--- src/temp_sample_smooth_classify_assert.svh ---
// ----------------------------------------------------------------------------
// temp_sample_smooth_classify assertion macros
// Concurrent assertion wrappers that vanish when SYNTHESIS is defined.
// ----------------------------------------------------------------------------
`ifndef TEMP_SAMPLE_SMOOTH_CLASSIFY_ASSERT_SVH
`define TEMP_SAMPLE_SMOOTH_CLASSIFY_ASSERT_SVH

`ifndef SYNTHESIS
`define TSSC_ASSERT_SAME(label, clk, rst, ante, cons) \
  label: assert property (@(posedge clk) disable iff (rst) (ante) |-> (cons)) \
    else $error("assertion failed");
`define TSSC_ASSERT_NEXT(label, clk, rst, ante, cons) \
  label: assert property (@(posedge clk) disable iff (rst) (ante) |=> (cons)) \
    else $error("assertion failed");
`else
`define TSSC_ASSERT_SAME(label, clk, rst, ante, cons)
`define TSSC_ASSERT_NEXT(label, clk, rst, ante, cons)
`endif

`endif

--- src/tssc_pkg.sv ---
// ----------------------------------------------------------------------------
// tssc_pkg
// Shared types, constants and the code range table of the temperature block.
// ----------------------------------------------------------------------------
package tssc_pkg;

  localparam int unsigned SAMPLE_W = 10;
  localparam int unsigned TEMP_W = 8;
  localparam int unsigned LED_W = 3;
  localparam int unsigned CFG_INDEX_W = 3;

  // Exponential average: new = (50 * old + 14 * sample) >> 6.
  localparam int unsigned AVG_OLD_WEIGHT = 50;
  localparam int unsigned AVG_NEW_WEIGHT = 14;
  localparam int unsigned AVG_SHIFT = 6;
  localparam int unsigned ACC_W = SAMPLE_W + AVG_SHIFT;

  localparam int unsigned TABLE_SIZE = 16;
  localparam int unsigned TABLE_IDX_W = $clog2(TABLE_SIZE);
  localparam int unsigned DEFAULT_RANGE_COUNT = 11;
  localparam int unsigned DEFAULT_QUEUE_DEPTH = 2;

  localparam logic signed [TEMP_W-1:0] TEMP_LOW = -8'sd100;
  localparam logic signed [TEMP_W-1:0] TEMP_HIGH = 8'sd100;

  localparam logic signed [TEMP_W-1:0] RESET_BASE_TEMP = 8'sd18;
  localparam logic signed [TEMP_W-1:0] RESET_LED_LIMIT_A = 8'sd21;
  localparam logic signed [TEMP_W-1:0] RESET_LED_LIMIT_B = 8'sd23;
  localparam logic signed [TEMP_W-1:0] RESET_LED_LIMIT_C = 8'sd26;
  localparam logic signed [TEMP_W-1:0] RESET_LED_LIMIT_D = 8'sd27;

  typedef enum logic [CFG_INDEX_W-1:0] {
    REG_BASE_TEMP   = 3'd0,
    REG_LED_LIMIT_A = 3'd1,
    REG_LED_LIMIT_B = 3'd2,
    REG_LED_LIMIT_C = 3'd3,
    REG_LED_LIMIT_D = 3'd4
  } reg_index_t;

  typedef enum logic [LED_W-1:0] {
    LED_0 = 3'd0,
    LED_1 = 3'd1,
    LED_2 = 3'd2,
    LED_3 = 3'd3,
    LED_4 = 3'd4
  } led_t;

  // Inclusive code ranges. Unused entries have low above high and never match.
  localparam logic [SAMPLE_W-1:0] RANGE_LO [TABLE_SIZE] = '{
    10'd262, 10'd266, 10'd269, 10'd273, 10'd277, 10'd281, 10'd285, 10'd289,
    10'd293, 10'd296, 10'd300, 10'd1,   10'd1,   10'd1,   10'd1,   10'd1
  };
  localparam logic [SAMPLE_W-1:0] RANGE_HI [TABLE_SIZE] = '{
    10'd265, 10'd269, 10'd273, 10'd277, 10'd281, 10'd284, 10'd288, 10'd292,
    10'd296, 10'd300, 10'd304, 10'd0,   10'd0,   10'd0,   10'd0,   10'd0
  };

  typedef struct packed {
    logic                   write;
    logic [CFG_INDEX_W-1:0] index;
    logic [TEMP_W-1:0]      data;
  } cfg_write_t;

  typedef struct packed {
    logic                valid;
    logic [SAMPLE_W-1:0] average;
  } avg_beat_t;

endpackage

--- src/tssc_fifo.sv ---
// ----------------------------------------------------------------------------
// tssc_fifo
// Small register queue between the averaging front and the classifying back.
// ----------------------------------------------------------------------------
module tssc_fifo #(
  parameter int unsigned DEPTH = tssc_pkg::DEFAULT_QUEUE_DEPTH,
  parameter int unsigned WIDTH = tssc_pkg::SAMPLE_W
) (
  input  logic             clk,
  input  logic             rst,
  input  logic             wr_en,
  input  logic [WIDTH-1:0] wr_data,
  output logic             full,
  input  logic             rd_en,
  output logic [WIDTH-1:0] rd_data,
  output logic             empty
);

  localparam int unsigned PTR_W = (DEPTH > 1) ? $clog2(DEPTH) : 1;
  localparam int unsigned CNT_W = $clog2(DEPTH + 1);

  logic [WIDTH-1:0] slots [DEPTH];
  logic [PTR_W-1:0] wr_ptr;
  logic [PTR_W-1:0] rd_ptr;
  logic [CNT_W-1:0] count;
  logic             do_wr;
  logic             do_rd;

  assign full    = (count == CNT_W'(DEPTH));
  assign empty   = (count == '0);
  assign do_wr   = wr_en && !full;
  assign do_rd   = rd_en && !empty;
  assign rd_data = slots[rd_ptr];

  always_ff @(posedge clk) begin
    if (rst) begin
      wr_ptr <= '0;
      rd_ptr <= '0;
      count  <= '0;
    end else begin
      if (do_wr) begin
        wr_ptr <= (wr_ptr == PTR_W'(DEPTH - 1)) ? '0 : wr_ptr + 1'b1;
      end
      if (do_rd) begin
        rd_ptr <= (rd_ptr == PTR_W'(DEPTH - 1)) ? '0 : rd_ptr + 1'b1;
      end
      if (do_wr && !do_rd) begin
        count <= count + 1'b1;
      end else if (do_rd && !do_wr) begin
        count <= count - 1'b1;
      end
    end
  end

  always_ff @(posedge clk) begin
    if (do_wr) begin
      slots[wr_ptr] <= wr_data;
    end
  end

endmodule

--- src/tssc_front.sv ---
// ----------------------------------------------------------------------------
// tssc_front
// Accepts converter samples and keeps the exponential average.
// ----------------------------------------------------------------------------
module tssc_front (
  input  logic                          clk,
  input  logic                          rst,
  input  logic                          push,
  input  logic                          full,
  input  logic [tssc_pkg::SAMPLE_W-1:0] sample,
  output tssc_pkg::avg_beat_t           beat
);

  logic [tssc_pkg::SAMPLE_W-1:0] average;
  logic [tssc_pkg::SAMPLE_W-1:0] average_next;
  logic                          seeded;
  logic [tssc_pkg::ACC_W-1:0]    acc;
  logic                          take;

  assign take = push && !full;

  // The sum of the two weights is 64, so the accumulator never exceeds 16 bits.
  assign acc = tssc_pkg::ACC_W'(tssc_pkg::AVG_OLD_WEIGHT) * tssc_pkg::ACC_W'(average)
             + tssc_pkg::ACC_W'(tssc_pkg::AVG_NEW_WEIGHT) * tssc_pkg::ACC_W'(sample);

  // The first sample after reset loads the average unchanged.
  assign average_next = seeded ? acc[tssc_pkg::ACC_W-1:tssc_pkg::AVG_SHIFT] : sample;

  assign beat.valid   = take;
  assign beat.average = average_next;

  always_ff @(posedge clk) begin
    if (rst) begin
      average <= '0;
      seeded  <= 1'b0;
    end else if (take) begin
      average <= average_next;
      seeded  <= 1'b1;
    end
  end

endmodule

--- src/tssc_back.sv ---
// ----------------------------------------------------------------------------
// tssc_back
// Maps an averaged code to degrees and an LED index, and holds the result.
// ----------------------------------------------------------------------------
module tssc_back #(
  parameter int unsigned RANGE_COUNT = tssc_pkg::DEFAULT_RANGE_COUNT
) (
  input  logic                               clk,
  input  logic                               rst,
  input  tssc_pkg::cfg_write_t               cfg,
  input  logic                               mid_empty,
  input  logic [tssc_pkg::SAMPLE_W-1:0]      mid_data,
  output logic                               mid_pop,
  input  logic                               pop,
  output logic                               empty,
  output logic [tssc_pkg::SAMPLE_W-1:0]      smoothed,
  output logic signed [tssc_pkg::TEMP_W-1:0] celsius,
  output logic [tssc_pkg::LED_W-1:0]         led_select
);

  logic signed [tssc_pkg::TEMP_W-1:0] base_temp;
  logic signed [tssc_pkg::TEMP_W-1:0] led_limit_a;
  logic signed [tssc_pkg::TEMP_W-1:0] led_limit_b;
  logic signed [tssc_pkg::TEMP_W-1:0] led_limit_c;
  logic signed [tssc_pkg::TEMP_W-1:0] led_limit_d;

  logic                               out_valid;
  logic                               hit;
  logic [tssc_pkg::TABLE_IDX_W-1:0]   hit_idx;
  logic signed [tssc_pkg::TEMP_W:0]   temp_sum;
  logic signed [tssc_pkg::TEMP_W-1:0] temp_next;
  logic [tssc_pkg::LED_W-1:0]         led_next;

  assign empty   = !out_valid;
  assign mid_pop = !mid_empty && (!out_valid || pop);

  always_ff @(posedge clk) begin
    if (rst) begin
      base_temp   <= tssc_pkg::RESET_BASE_TEMP;
      led_limit_a <= tssc_pkg::RESET_LED_LIMIT_A;
      led_limit_b <= tssc_pkg::RESET_LED_LIMIT_B;
      led_limit_c <= tssc_pkg::RESET_LED_LIMIT_C;
      led_limit_d <= tssc_pkg::RESET_LED_LIMIT_D;
    end else if (cfg.write) begin
      case (cfg.index)
        tssc_pkg::REG_BASE_TEMP:   base_temp   <= cfg.data;
        tssc_pkg::REG_LED_LIMIT_A: led_limit_a <= cfg.data;
        tssc_pkg::REG_LED_LIMIT_B: led_limit_b <= cfg.data;
        tssc_pkg::REG_LED_LIMIT_C: led_limit_c <= cfg.data;
        tssc_pkg::REG_LED_LIMIT_D: led_limit_d <= cfg.data;
        default: ;
      endcase
    end
  end

  // First matching range wins; ranges past RANGE_COUNT are not considered.
  always_comb begin
    hit     = 1'b0;
    hit_idx = '0;
    for (int i = 0; i < tssc_pkg::TABLE_SIZE; i++) begin
      if (i < RANGE_COUNT && !hit && mid_data >= tssc_pkg::RANGE_LO[i]
          && mid_data <= tssc_pkg::RANGE_HI[i]) begin
        hit     = 1'b1;
        hit_idx = tssc_pkg::TABLE_IDX_W'(i);
      end
    end
  end

  assign temp_sum = {base_temp[tssc_pkg::TEMP_W-1], base_temp}
                  + $signed({{(tssc_pkg::TEMP_W + 1 - tssc_pkg::TABLE_IDX_W){1'b0}}, hit_idx});

  always_comb begin
    if (mid_data < tssc_pkg::RANGE_LO[0]) begin
      temp_next = tssc_pkg::TEMP_LOW;
    end else if (!hit) begin
      temp_next = tssc_pkg::TEMP_HIGH;
    end else if (temp_sum < 9'(tssc_pkg::TEMP_LOW)) begin
      temp_next = tssc_pkg::TEMP_LOW;
    end else if (temp_sum > 9'(tssc_pkg::TEMP_HIGH)) begin
      temp_next = tssc_pkg::TEMP_HIGH;
    end else begin
      temp_next = temp_sum[tssc_pkg::TEMP_W-1:0];
    end
  end

  always_comb begin
    if (temp_next < led_limit_a) begin
      led_next = tssc_pkg::LED_0;
    end else if (temp_next < led_limit_b) begin
      led_next = tssc_pkg::LED_1;
    end else if (temp_next < led_limit_c) begin
      led_next = tssc_pkg::LED_2;
    end else if (temp_next < led_limit_d) begin
      led_next = tssc_pkg::LED_3;
    end else begin
      led_next = tssc_pkg::LED_4;
    end
  end

  always_ff @(posedge clk) begin
    if (rst) begin
      out_valid <= 1'b0;
    end else if (mid_pop) begin
      out_valid <= 1'b1;
    end else if (pop) begin
      out_valid <= 1'b0;
    end
  end

  always_ff @(posedge clk) begin
    if (mid_pop) begin
      smoothed   <= mid_data;
      celsius    <= temp_next;
      led_select <= led_next;
    end
  end

endmodule

--- src/temp_sample_smooth_classify.sv ---
// ----------------------------------------------------------------------------
// temp_sample_smooth_classify
// Smooths converter samples and classifies them into degrees and an LED.
// ----------------------------------------------------------------------------
//   channel   direction  handshake               fields
//   sample    in         push / full             sample
//   result    out        pop / empty             smoothed, celsius, led_select
//   config    in         cfg_write (no wait)     cfg_index, cfg_data
//
// One sample is taken per cycle while full is low; its average is written into the
// queue and then registered in the output register. The averaging recurrence closes in the front register.
// Reset is synchronous; the pointers, flags and config registers return to their default values.
// The queue of QUEUE_DEPTH entries absorbs a stalled output; full rises when
// it holds QUEUE_DEPTH averages.
// ----------------------------------------------------------------------------
`include "temp_sample_smooth_classify_assert.svh"

module temp_sample_smooth_classify #(
  parameter int unsigned RANGE_COUNT = tssc_pkg::DEFAULT_RANGE_COUNT,
  parameter int unsigned QUEUE_DEPTH = tssc_pkg::DEFAULT_QUEUE_DEPTH
) (
  input  logic                                 clk,
  input  logic                                 rst,
  input  logic                                 push,
  output logic                                 full,
  input  logic [tssc_pkg::SAMPLE_W-1:0]        sample,
  output logic                                 empty,
  input  logic                                 pop,
  output logic [tssc_pkg::SAMPLE_W-1:0]        smoothed,
  output logic signed [tssc_pkg::TEMP_W-1:0]   celsius,
  output logic [tssc_pkg::LED_W-1:0]           led_select,
  input  logic                                 cfg_write,
  input  logic [tssc_pkg::CFG_INDEX_W-1:0]     cfg_index,
  input  logic [tssc_pkg::TEMP_W-1:0]          cfg_data
);

  tssc_pkg::avg_beat_t           beat;
  tssc_pkg::cfg_write_t          cfg;
  logic                          mid_empty;
  logic                          mid_pop;
  logic [tssc_pkg::SAMPLE_W-1:0] mid_data;

  assign cfg.write = cfg_write;
  assign cfg.index = cfg_index;
  assign cfg.data  = cfg_data;

  tssc_front u_front (
    .clk    (clk),
    .rst    (rst),
    .push   (push),
    .full   (full),
    .sample (sample),
    .beat   (beat)
  );

  tssc_fifo #(
    .DEPTH (QUEUE_DEPTH),
    .WIDTH (tssc_pkg::SAMPLE_W)
  ) u_fifo (
    .clk     (clk),
    .rst     (rst),
    .wr_en   (beat.valid),
    .wr_data (beat.average),
    .full    (full),
    .rd_en   (mid_pop),
    .rd_data (mid_data),
    .empty   (mid_empty)
  );

  tssc_back #(
    .RANGE_COUNT (RANGE_COUNT)
  ) u_back (
    .clk        (clk),
    .rst        (rst),
    .cfg        (cfg),
    .mid_empty  (mid_empty),
    .mid_data   (mid_data),
    .mid_pop    (mid_pop),
    .pop        (pop),
    .empty      (empty),
    .smoothed   (smoothed),
    .celsius    (celsius),
    .led_select (led_select)
  );

  // A queued average always reaches the output register when it is free.
  `TSSC_ASSERT_NEXT(a_mid_to_out, clk, rst, !mid_empty && (empty || pop), !empty)
  // Popping the last result with nothing queued leaves the output empty.
  `TSSC_ASSERT_NEXT(a_drain, clk, rst, pop && !empty && mid_empty, empty)
  // The degrees stay inside the saturation limits.
  `TSSC_ASSERT_SAME(a_temp_range, clk, rst, !empty,
                    celsius >= tssc_pkg::TEMP_LOW && celsius <= tssc_pkg::TEMP_HIGH)

endmodule

--- config.mk ---
export PLATFORM = sky130hd
export DESIGN_NAME = temp_sample_smooth_classify
export DESIGN_NICKNAME = d
export VERILOG_FILES = /design/src/tssc_pkg.sv /design/src/tssc_fifo.sv /design/src/tssc_front.sv /design/src/tssc_back.sv /design/src/temp_sample_smooth_classify.sv
export VERILOG_INCLUDE_DIRS = /design/src /design/src/src
export SDC_FILE = /design/constraint.sdc
export NUM_CORES = 1
export LEC_CHECK = 0
export ABC_AREA = 0
export BUFFER_PORTS_ARGS = -buffer_cell sky130_fd_sc_hd__buf_2
export CELL_PAD_IN_SITES_DETAIL_PLACEMENT = 0
export CELL_PAD_IN_SITES_GLOBAL_PLACEMENT = 1
export CORE_MARGIN = 5
export CORE_UTILIZATION = 52
export CTS_CLUSTER_SIZE = 40
export DETAILED_ROUTE_END_ITERATION = 16
export GPL_TIMING_DRIVEN = 0
export PLACE_DENSITY_LB_ADDON = 0.08
export SLEW_MARGIN = 20
export SYNTH_ARGS = -nofsm -noshare
export SYNTH_HDL_FRONTEND = slang
export SYNTH_HIERARCHICAL = 1
export SYNTH_SLANG_ARGS = --single-unit
--- constraint.sdc ---
create_clock -name clk -period 9.8 [get_ports clk]
set_input_delay 0.98 -clock clk [delete_from_list [all_inputs] [get_ports clk]]
set_output_delay 0.98 -clock clk [all_outputs]
set_load 0.02 [all_outputs]
After elaboration in Yosys (flattened, before gate mapping) --
Memory sizes are Yosys's and may differ from the RTL's. A register that Yosys moved wholly into a read port is not among the register bits. Cells that the tools add are included.
Storage, ports and cells: latch bits 0, input port bits 26, ROM bits 0, bits in writable memories 20, output and inout port bits 23, bits in registers 77, memories kept 1, word-level logic and storage cells 152
Memories:
- u_fifo.slots | depth 2, bits a word 10, rd ports 1, clocked after memory_dff 1, write ports 1, RTL line tssc_fifo.sv:22 | logic [WIDTH-1:0] slots [DEPTH];
Operators by class: shift operators 0, eq/ne operators 5, reduce and logical (&&, ||, !) cells 54, divide/modulo/power cells 0, $mul 2, bitwise gates (word level) 0, multiplexer cells 39, order comparisons 29, $add $sub $neg 6
Operator list (count):
- $ge 10x9->1 const B | 11
- $le 10x9->1 const B | 11
- $lt 8x8->1 | 4
- $mux 8 | 4
- $logic_and 1x1->1 | 27
- $mux 1 | 21
- $add 16x14->16 | 1
- $logic_not 1->1 | 15
- $mul 5x10->15 const A | 1
- $mux 3 | 5
- $mul 3x10->13 const A | 1
- $mux 4 | 3
- $lt 10x9->1 const B | 1
- $mux 10 | 1
- $mux 2 | 5
- $reduce_and 2->1 | 5
- $add 8x5->9 | 1
- $gt 9x8->1 const B | 1
- $lt 9x8->1 const B | 1
- $eq 3x2->1 const B | 2
- $reduce_bool 2->1 | 2
- $eq 3x1->1 const B | 1
- $eq 3x3->1 const B | 1
- $logic_not 3->1 | 1
- other kinds (8) | 9

Depth between registers and ports, before layout --
Gate-level depths: netlist of the first run.
depth after elaboration 53, depth in mapped cells 29, mapped depth without buffers 27

Modules after synthesis --
Netlist of the first run, hierarchy kept.
By module, submodules not included:
- tssc_back | cells an instance 478, area an instance 4041.4 µm², times used 1, sequential area each 1451.4 µm²
- tssc_front | cells an instance 277, area an instance 2456.1 µm², times used 1, sequential area each 220.2 µm²
- tssc_fifo | cells an instance 56, area an instance 935.9 µm², times used 1, sequential area each 700.7 µm²

Least setup slack after synthesis of the first run --
Ideal clock, no wire load.
kind reg-to-reg, from reg with a tool-made name, to reg u_back/led_select[1] (netlist bit) (data pin), stages on the path, launching flop included 28, required time 9533 ps, path buffers 2, setup time 267 ps, arrival 6019 ps, path slack 3514 ps, clock period less this slack 6286 ps, path through dfxtp_1 -> buf_2 -> mux2_2 -> or4b_4 -> nor4b_4 -> o21ai_0 -> nand2b_1 -> a21oi_1 -> o2bb2ai_1 -> ha_1 -> inv_1 -> fa_1 -> or4b_1 -> o311ai_1 -> o21ai_1 -> a211o_1 -> and2_0 -> buf_1 -> nor4_1 -> ha_1 -> o21a_1 -> o21ai_0 -> a21oi_1 -> nor2_1 -> a211oi_1 -> a31oi_1 -> mux2i_1 -> nor3_1
RTL lines:
- end signal, assigned | RTL line tssc_back.sv:114 | led_select <= led_next;
- end, declared | RTL line tssc_back.sv:18 | output logic [tssc_pkg::LED_W-1:0] led_select

==> impl_metrics.csv, run 1 <==
group,metric,value,unit
global_route,grt_use_total,22.1,%
clock_tree,clkSinkCount,98,
clock_tree,cts_resized,0,
place,gp_congestion,0.849,
sta,fin_skew,0.00951,ns
sta,setup_slack,2.45,ns
logic_synthesis,syn_area_per_cell,9.17,um^2
clock_tree,clk_pin_slew_worst_paths,0.07,ns
cells_and_area,layout.nets,1004,
clock_tree,post_cts_buffers,0,
clock_tree,clkLatencyLatePin,0.35,ns
cells_and_area,diodes,0,
drt,viasPerCell,5.76,
logic_synthesis,syn_area,7430,um^2
place,io_buffers,48,
cells_and_area,drive_gt1_share,13.3,%
pwr,p_per_area,365,nW/um^2
logic_synthesis,synth_flop_cell,"dfxtp_1",
cells_and_area,seq_area,2370,um^2
sta,final.min_clock_period,7.35,ns
drt,drtIter0Drc,397,
clock_tree,htreeDepth,3,
clock_tree,holdBufCountCts,0,
drt,wl,17900,um
logic_synthesis,ys_types,88,
logic_synthesis,netlist.top_cell.by_area,"edfxtp_1",
drt,wl_per_cell,17.0,um
drt,drc,0,
die,placementRows,43,
logic_synthesis,yosys-top-cells-area,"edfxtp_1, ha_1, dfxtp_1",
critical_path,crit_type,"reg -> reg",
global_route,grt_max_degree,23,
logic_synthesis,synth-async-reset-ratio,0,%
place,dpl_cell_area,7910,um^2
sta,worstMarginPinSlew,0.948,ns
pwr,ir_drop,0.241,mV
logic_synthesis,synth_enable_flop_cells,41,
logic_synthesis,synth_seq_cells,98,
logic_synthesis,synthesis.instances,811,
cells_and_area,multiInputGateArea,4680,um^2
global_route,overflow,0,
global_route,grt_pass1_vias,6195,
drt,via_count,6082,
clock_tree,clockBufferDepth,2,
die,io_pins,49,
outcome,status,"finished clean",
place,dp_hpwl,14300,um
job,max_cap_violations,0,
sta,tns,0,ns
place,post-place-ws,2.62,ns
critical_path,end_kind,"register",
die,fp.dieH,130,um
sta,setup_viol,0,
logic_synthesis,yosys.area.top_type_share,16.6,%
die,coreArea,13900,um^2
sta,final_max_slew_viol_count,0,
worst_hold_path,hold_class,"reg -> reg",
critical_path,worstPathRequired,9.88,ns
drt,dr.pass1.iters,5,
critical_path,worstPathArrival,7.44,ns
logic_synthesis,seq_area_frac_synth,31.9,%
sta,slew_headroom,36.1,%
die,fp.dieW,130,um
pwr,p_leak,3.63,nW
clock_tree,clockRootBuffer,"clkbuf_16",
critical_path,cp-start-kind,"register",
sta,post-route-period-util,75.0,%
critical_path,cp_max_fo,10,
cells_and_area,syn_to_final_growth,10.6,%
logic_synthesis,ys.warnings.count,6,
clock_tree,cts_tree,"done",
cells_and_area,nFillCells,1272,
sta,hold_violations,0,
sta,rsz0062_at_grt,"no",
global_route,antenna_found_initial,0,
cells_and_area,design_area,8220,um^2
global_route,grt_pass1_wl,29800,um
drt,antenna_left,0,
die,die_area,16800,um^2
logic_synthesis,syn-num-nets,945,
die,start_util,53.3,%
sta,fmax,136,MHz
clock_tree,numCtsBuffers,9,
critical path, stage by stage, from the launching register on:
cell and delay, ns:
dfxtp_1 0.31, buf_2 0.24, mux2_2 0.44, nor4b_2 0.65
o211ai_1 0.17, a21oi_1 0.36, nor2_1 0.10, o2bb2ai_1 0.19
ha_1 0.22, inv_1 0.07, fa_1 0.49, or4b_1 0.50
o311ai_1 0.16, o21ai_1 0.11, a211o_1 0.33, and2_0 0.14
buf_1 0.17, nor4_2 0.70, ha_1 0.37, o21a_1 0.16
o21ai_0 0.16, a21oi_1 0.10, nor2_1 0.14, a211oi_1 0.06
a31oi_1 0.23, mux2i_1 0.39, nor3_1 0.12
placed cells by master (no fill, tap or decap), types with 12 or more instances in the layout:
master / count
a21oi_1: 54
o21ai_0: 19
nor2_1: 59
ha_1: 92
nand3b_1: 16
inv_1: 73
dfxtp_1: 57
a21o_1: 12
xnor2_1: 19
clkbuf_1: 15
mux2_2: 14
nand3_1: 19
fa_1: 16
edfxtp_1: 41
buf_2: 53
xor2_1: 12
mux2i_1: 12
nand2_1: 88
sequential cells by signal (all words and copies together), names as in the netlist, named ones only:
| signal | flops |
|---|---|
| u_fifo/slots | 20 |
| u_fifo/count | 2 |
| u_back/led_limit_b | 8 |
| u_front/average | 10 |
| u_fifo/rd_ptr | 1 |
| u_back/smoothed | 10 |
| u_fifo/wr_ptr | 1 |
| u_front/seeded | 1 |
| u_back/led_select | 3 |
| u_back/celsius | 8 |
| u_back/led_limit_c | 8 |
| u_back/led_limit_a | 8 |
| u_back/base_temp | 8 |
| u_back/out_valid | 1 |
| u_back/led_limit_d | 8 |
power by group:
| part | internal [mW] | total (mW) | switching (mW) | leakage, nW |
|---|---|---|---|---|
| clock | 0.204 | 0.369 | 0.166 | 0.154 |
| sequential | 0.600 | 0.648 | 0.0483 | 0.852 |
| combinational | 0.806 | 1.99 | 1.18 | 2.62 |
metrics by stage:
stage / cells / util, % / hold WS (ns) / power [mW]
2_1_floorplan: 811 / - / 0.432 / 2.13
3_3_place_gp: 1039 / 56.7 / 0.444 / 2.55
3_5_place_dp: 1039 / 56.8 / 0.450 / 2.62
4_1_cts: 1055 / 59.0 / 0.459 / 3.01
5_1_grt: 1055 / 59.0 / 0.479 / 3.26
6_report: 1055 / 59.0 / 0.461 / 3.00
metal layers:
layer | part of all wire, % | track usage (%) | vias up
li1 | - | - | 3023
met1 | 42 | 26.3 | 2848
met2 | 50 | 39.2 | 167
met3 | 4.5 | 3.09 | 44
met4 | 4.0 | 10.5 | 0
met5 | 0 | 0 | -
synth_stat cells, types with 14 or more instances:
cell type,count
edfxtp_1,41
inv_1,73
ha_1,92
mux2_2,14
o21ai_0,19
nand2_1,88
dfxtp_1,57
nand3b_1,16
xnor2_1,19
nand3_1,19
nor2_1,59
a21oi_1,54
clkbuf_1,15
fa_1,16
path summary, 6_finish.rpt:
path | end | slack, ns | depth (start not counted) | startpoint
max | u_back/led_select[1]$_SDFFCE_PP0P_ | 2.45 | 26 | register
min | u_back/led_limit_b[3]$_SDFFE_PP0P_ | 0.46 | 2 | u_back/led_limit_b[3]$_SDFFE_PP0P_
max reg2reg | u_back/led_select[1]$_SDFFCE_PP0P_ | 2.45 | 26 | register
min reg2reg | u_back/led_limit_b[3]$_SDFFE_PP0P_ | 0.46 | 2 | u_back/led_limit_b[3]$_SDFFE_PP0P_
layout make-up:
type	count	share of cell area, %
Multi-Input combinational cell	612	56.9
Sequential cell	98	28.8
Inverter	75	3.42
Timing Repair Buffer	48	2.92
Clock buffer	9	2.74
Tap cell	180	2.74
Buffer	26	1.40
Clock inverter	7	1.03
logic make-up (layout without fill, tap and decap cells):
group,after synthesis,in the layout,synth area share (%)
flops,98,98,31.9
xor+xnor,31,31,3.65
fa+ha+maj,108,108,19.8
simple gates,265,265,18.4
buf+inv,101,165,5.34
compound gates,181,181,16.9
mux,27,27,3.94
Power figures use the tool's default switching activity.
==> inputs of run 2 (changes only) <==
--- a/config.mk
+++ b/config.mk
@@ -11,7 +11,7 @@
 export CELL_PAD_IN_SITES_DETAIL_PLACEMENT = 0
 export CELL_PAD_IN_SITES_GLOBAL_PLACEMENT = 1
 export CORE_MARGIN = 5
-export CORE_UTILIZATION = 52
+export CORE_UTILIZATION = 48
 export CTS_CLUSTER_SIZE = 40
 export DETAILED_ROUTE_END_ITERATION = 16
 export GPL_TIMING_DRIVEN = 0
==> constraint.sdc (replaced) <==
create_clock -name clk -period 7.5 [get_ports clk]
set_input_delay 0.75 -clock clk [delete_from_list [all_inputs] [get_ports clk]]
set_output_delay 0.75 -clock clk [all_outputs]
set_load 0.02 [all_outputs]
==> run 2 against run 1 <==
Clock power is 33% higher. Critical path depth down 1. Final area grew 0.52%. Hold slack hardly changed. Clock skew rose by 0.0044 ns. Worst setup slack worse by 2.1 ns. Core utilization fell by 4.6 points. Sequential share of layout area fell by 0.15 points. Highest routed layer unchanged. Power grew 32%. Die area rose by 7.7%. Flip-flop and latch count unchanged. Wire length rose by 0.53%.
==> impl_metrics.csv, run 2 (synthesized netlist as in run 1, its figures left out) <==
group,metric,value,unit
global_route,grt_pass1_wl,29200,um
drt,drc,0,
sta,rsz0062_at_grt,"no",
place,io_buffers,48,
clock_tree,clk_pin_slew_worst_paths,0.08,ns
cells_and_area,syn_to_final_growth,11.2,%
sta,slew_headroom,24.9,%
place,post-place-ws,0.110,ns
die,fp.dieW,134,um
critical_path,cp-start-kind,"register",
pwr,power.share.clock,12.4,%
cells_and_area,top_register,"u_fifo/slots",
cells_and_area,fin_util,54.4,%
cells_and_area,diodes,0,
critical_path,crit_buf_inv,3,
die,io_pins,49,
clock_tree,clkSinkCount,98,
sta,setup_slack,0.310,ns
cells_and_area,largest_reg_flops,20,
pwr,p_per_area,479,nW/um^2
pwr,intPower,2.12,mW
cells_and_area,layout.nets,1004,
outcome,status,"finished clean",
place,dp_hpwl,14000,um
cells_and_area,reg.largest.list,"u_fifo/slots x20, u_back/smoothed x10, u_front/average x10",
clock_tree,post_cts_buffers,0,
die,start_util,48.9,%
global_route,grt_pass1_vias,5781,
pwr,swShare,46.3,%
critical_path,r2r_slack,0.31,ns
drt,wl_per_cell,16.9,um
pwr,comb_power_share,66.3,%
worst_hold_path,hold_class,"reg -> reg",
clock_tree,clockBufferDepth,2,
global_route,grt_use_total,20.1,%
critical_path,cp_max_fo,10,
critical_path,cp_top_family,"simple AND/OR/NAND/NOR gates",
sta,fmax,139,MHz
critical_path,critPathMaxStageDelay,0.61,ns
sta,post-route-period-util,95.9,%
drt,via_count,6046,
sta,final.min_clock_period,7.19,ns
global_route,grt_max_degree,23,
sta,fin_skew,0.0139,ns
critical_path,worstPathArrival,7.29,ns
cells_and_area,nFillCells,1389,
clock_tree,htreeDepth,3,
pwr,p_leak,3.63,nW
sta,final_max_slew_viol_count,0,
cells_and_area,layout_commonest_cell,"ha_1",
drt,viasPerCell,5.69,
critical_path,worstPathRequired,7.60,ns
die,fp.dieH,134,um
critical_path,crit_type,"reg -> reg",
drt,antenna_left,0,
cells_and_area,layoutNonFillerInstCount,1063,
pwr,ir_drop,0.312,mV
clock_tree,clockRootBuffer,"clkbuf_16",
drt,drtIter0Drc,382,
place,placedCellCount,1047,
pwr,p_seq_share,21.3,%
critical_path,end_kind,"register",
sta,worstMarginPinSlew,1.12,ns
sta,setup_viol,0,
global_route,antenna_found_initial,0,
pwr,power.switching,1.83,mW
cells_and_area,final_cell_mix,"ha_1, nand2_1, inv_1",
place,gp_congestion,0.863,
job,max_cap_violations,0,
die,coreArea,15200,um^2
clock_tree,clkLatencyLatePin,0.35,ns
drt,wl,18000,um
clock_tree,numCtsBuffers,9,
critical_path,cpMaxStageDelayCell,"or4b_4",
drt,dr.pass1.iters,5,
die,placementRows,45,
clock_tree,cts_tree,"done",
sta,fin_hold_ws,0.461,ns
global_route,overflow,0,
die,die_area,18100,um^2
sta,hold_violations,0,
cells_and_area,drive_gt1_share,13.4,%
==> run 2: changes by cell type in the layout (fill, tap and decap cells not counted), sizes merged <==
cell | previous run | this run
clkbuf | 24 | 25
clkinvlp | 0 | 1
inv | 79 | 77
==> run 2: repair_timing <==
item                       CTS  global route
hold buffers                 0             0
setup endpoints to repair    0             3
gates resized for setup      0             5
==> run 2: final cells by class <==
class                   instances  area [um^2]  area share (%)
multi-input cells             612         4700            56.9
repair buffers                 48          240            2.91
inverters                      75          282            3.41
clock buffers                  10          250            3.03
flip-flops and latches         98         2370            28.7
clock inverters                 6         71.3           0.863
well taps                     188          235            2.85
plain buffers                  26          115            1.39
==> run 2: final timing paths <==
kind	startpoint	end	depth (start not counted)
worst max-delay path	register	u_back/led_select[0]$_SDFFCE_PP0P_	25
worst min-delay path	u_back/led_limit_c[6]$_SDFFE_PP0P_	u_back/led_limit_c[6]$_SDFFE_PP0P_	2
worst max register to register	register	u_back/led_select[0]$_SDFFCE_PP0P_	25
worst min register to register	u_back/led_limit_c[6]$_SDFFE_PP0P_	u_back/led_limit_c[6]$_SDFFE_PP0P_	2
==> run 2: metal layers <==
layer	routed length [um]	vias up	global-route usage, %
met1	8890	2894	29.0
met5	0	-	0
met2	8310	121	32.1
li1	-	3017	-
met3	599	14	2.48
met4	189	0	5.15
==> run 2: tightest hold or removal path: cells and delay by family, from the launching register on <==
family,cells,cell delay (ns)
DFF,1,0.31
and+or+nand+nor,1,0.05
AOI/OAI and AO/OA,1,0.05
==> run 2: power groups by stage <==
stage / Clock, mW / Sequential (mW) / Combinational (mW)
after floorplan: 0 / 0.917 / 1.87
after global placement: 0 / 0.853 / 2.51
after detailed placement: 0 / 0.854 / 2.57
after CTS: 0.504 / 0.845 / 2.59
after global routing: 0.526 / 0.857 / 2.92
final: 0.490 / 0.843 / 2.62
==> run 2: metrics by stage <==
step                area [um^2]  power [mW]  TNS, ns
floorplan                  7430        2.78        0
global placement           7910        3.36    -1.04
detailed placement         7920        3.42        0
CTS                        8240        3.94        0
global route               8270        4.30        0
finish                     8270        3.96        0
==> inputs of run 3 (changes only) <==
--- a/config.mk
+++ b/config.mk
@@ -10,13 +10,13 @@
 export BUFFER_PORTS_ARGS = -buffer_cell sky130_fd_sc_hd__buf_2
 export CELL_PAD_IN_SITES_DETAIL_PLACEMENT = 0
 export CELL_PAD_IN_SITES_GLOBAL_PLACEMENT = 1
+export CORE_ASPECT_RATIO = 0.6
 export CORE_MARGIN = 5
 export CORE_UTILIZATION = 48
 export CTS_CLUSTER_SIZE = 40
 export DETAILED_ROUTE_END_ITERATION = 16
 export GPL_TIMING_DRIVEN = 0
 export PLACE_DENSITY_LB_ADDON = 0.08
-export SLEW_MARGIN = 20
 export SYNTH_ARGS = -nofsm -noshare
 export SYNTH_HDL_FRONTEND = slang
 export SYNTH_HIERARCHICAL = 1
==> run 3 against run 2 <==
Non-clock buffer count rose by 2. Die area grew 0.45%. Final area rose by 0.20%. Hold slack worse by 0.0050 ns. Sequential share of layout area fell by 0.056 points. Highest routed layer unchanged.
==> impl_metrics.csv, run 3 (synthesized netlist as in run 1, its figures left out) <==
group,metric,value,unit
critical_path,crit_type,"reg -> reg",
clock_tree,holdBufCountCts,0,
die,start_util,48.6,%
sta,worstMarginPinSlew,1.22,ns
drt,wl,18800,um
clock_tree,cts_tree,"done",
die,coreArea,15300,um^2
pwr,ir_drop,0.186,mV
clock_tree,clockBufferDepth,2,
cells_and_area,syn_to_final_growth,11.4,%
cells_and_area,nFillCells,1384,
clock_tree,clockRootBuffer,"clkbuf_16",
global_route,antenna_found_initial,0,
die,placementRows,35,
cells_and_area,reg.largest.list,"u_fifo/slots x20, u_back/smoothed x10, u_front/average x10",
drt,wl_per_cell,17.4,um
sta,fin_skew,0.00868,ns
drt,drtIter0Drc,518,
critical_path,end_kind,"register",
clock_tree,clkSinkCount,98,
sta,fmax,141,MHz
die,io_pins,49,
clock_tree,numCtsBuffers,9,
sta,final.min_clock_period,7.10,ns
pwr,p_leak,3.63,nW
clock_tree,htreeDepth,3,
outcome,status,"finished clean",
die,fp.dieW,171,um
clock_tree,clkLatencyLatePin,0.35,ns
cells_and_area,diodes,0,
sta,rsz0062_at_grt,"no",
place,gp_congestion,0.852,
global_route,grt_pass1_vias,5818,
cells_and_area,largest_reg_flops,20,
drt,dr.pass1.iters,5,
cells_and_area,layout.nets,1006,
global_route,grt_pass1_wl,30300,um
die,fp.dieH,106,um
critical_path,cp_max_fo,10,
sta,post-route-period-util,94.6,%
sta,setup_slack,0.403,ns
sta,slew_headroom,17.6,%
global_route,grt_max_degree,21,
sta,hold_violations,0,
pwr,p_per_area,485,nW/um^2
cells_and_area,layout_commonest_cell,"ha_1",
cells_and_area,final_cell_mix,"ha_1, nand2_1, inv_1",
global_route,grt_use_total,21.2,%
cells_and_area,top_register,"u_fifo/slots",
sta,setup_viol,0,
place,dp_hpwl,15000,um
critical_path,r2r_slack,0.40,ns
cells_and_area,multiInputGateArea,4690,um^2
sta,final_max_slew_viol_count,0,
drt,viasPerCell,5.67,
place,io_buffers,48,
critical_path,worstPathArrival,7.21,ns
critical_path,worstPathRequired,7.62,ns
job,max_cap_violations,0,
clock_tree,clk_pin_slew_worst_paths,0.08,ns
global_route,overflow,0,
die,die_area,18200,um^2
drt,via_count,6121,
critical_path,cp-start-kind,"register",
cells_and_area,seq_area,2370,um^2
place,post-place-ws,0.0808,ns
drt,antenna_left,0,
worst_hold_path,hold_class,"reg -> reg",
drt,drc,0,
sta,tns,0,ns
cells_and_area,drive_gt1_share,13.6,%
## run 3: final timing paths
check,from,to,cells after the start
max,register,u_back/led_select[0]$_SDFFCE_PP0P_,25
min,u_back/led_limit_c[2]$_SDFFE_PP0P_,u_back/led_limit_c[2]$_SDFFE_PP0P_,2
max reg2reg,register,u_back/led_select[0]$_SDFFCE_PP0P_,25
min reg2reg,u_back/led_limit_c[2]$_SDFFE_PP0P_,u_back/led_limit_c[2]$_SDFFE_PP0P_,2
## run 3: final cells by class
type	instances	share of cell area [%]
Multi-Input combinational cell	612	56.7
Clock buffer	9	2.72
Tap cell	203	3.07
Inverter	75	3.40
Timing Repair Buffer	50	3.17
Sequential cell	98	28.6
Clock inverter	7	0.922
Buffer	26	1.39
## run 3: what timing repair did
| item | 4_1_cts | 5_1_grt |
|---|---|---|
| gates resized for setup | 0 | 4 |
| setup endpoints to repair | 0 | 3 |
| setup buffers | 0 | 1 |
## run 3: through the flow
stage          instance area (um^2)  power [mW]  utilization, %  std cells  hold WS, ns
2_1_floorplan                  7430        2.78               -        811        0.432
3_3_place_gp                   7930        3.36            51.9       1062        0.443
3_5_place_dp                   7950        3.47            52.0       1063        0.450
4_1_cts                        8250        3.95            54.0       1079        0.461
5_1_grt                        8280        4.34            54.2       1080        0.486
6_report                       8280        4.01            54.2       1080        0.456
## run 3: per-layer routing
layer	vias to the layer above	part of all wire (%)	GRT usage, %
li1	3031	-	-
met5	-	0	0
met1	2896	54	34.1
met4	0	0.49	3.48
met3	9	6.0	3.94
met2	185	39	29.3
## run 3: worst max-delay path, cell delays in order (launching register included)
cell	delay (ns)
dfxtp_1	0.31
buf_2	0.23
mux2_2	0.44
or4b_4	0.61
nor4b_4	0.31
o21ai_0	0.17
nand2b_1	0.12
a21oi_1	0.04
o2bb2ai_1	0.14
ha_1	0.21
inv_1	0.06
fa_1	0.50
xor2_1	0.23
o22ai_1	0.12
a311o_1	0.31
o211a_1	0.25
o21ai_1	0.29
a31oi_1	0.14
o21ai_0	0.87
ha_1	0.39
nand4_1	0.07
nor2_1	0.06
a221oi_1	0.37
nand2_1	0.09
o21ai_1	0.28
o21ba_1	0.20
## run 3: report_power, final
part | internal, mW | switching, mW | total, mW
Sequential | 0.783 | 0.0614 | 0.844
Combinational | 1.08 | 1.62 | 2.70
Clock | 0.238 | 0.230 | 0.468
Total | 2.10 | 1.91 | 4.01
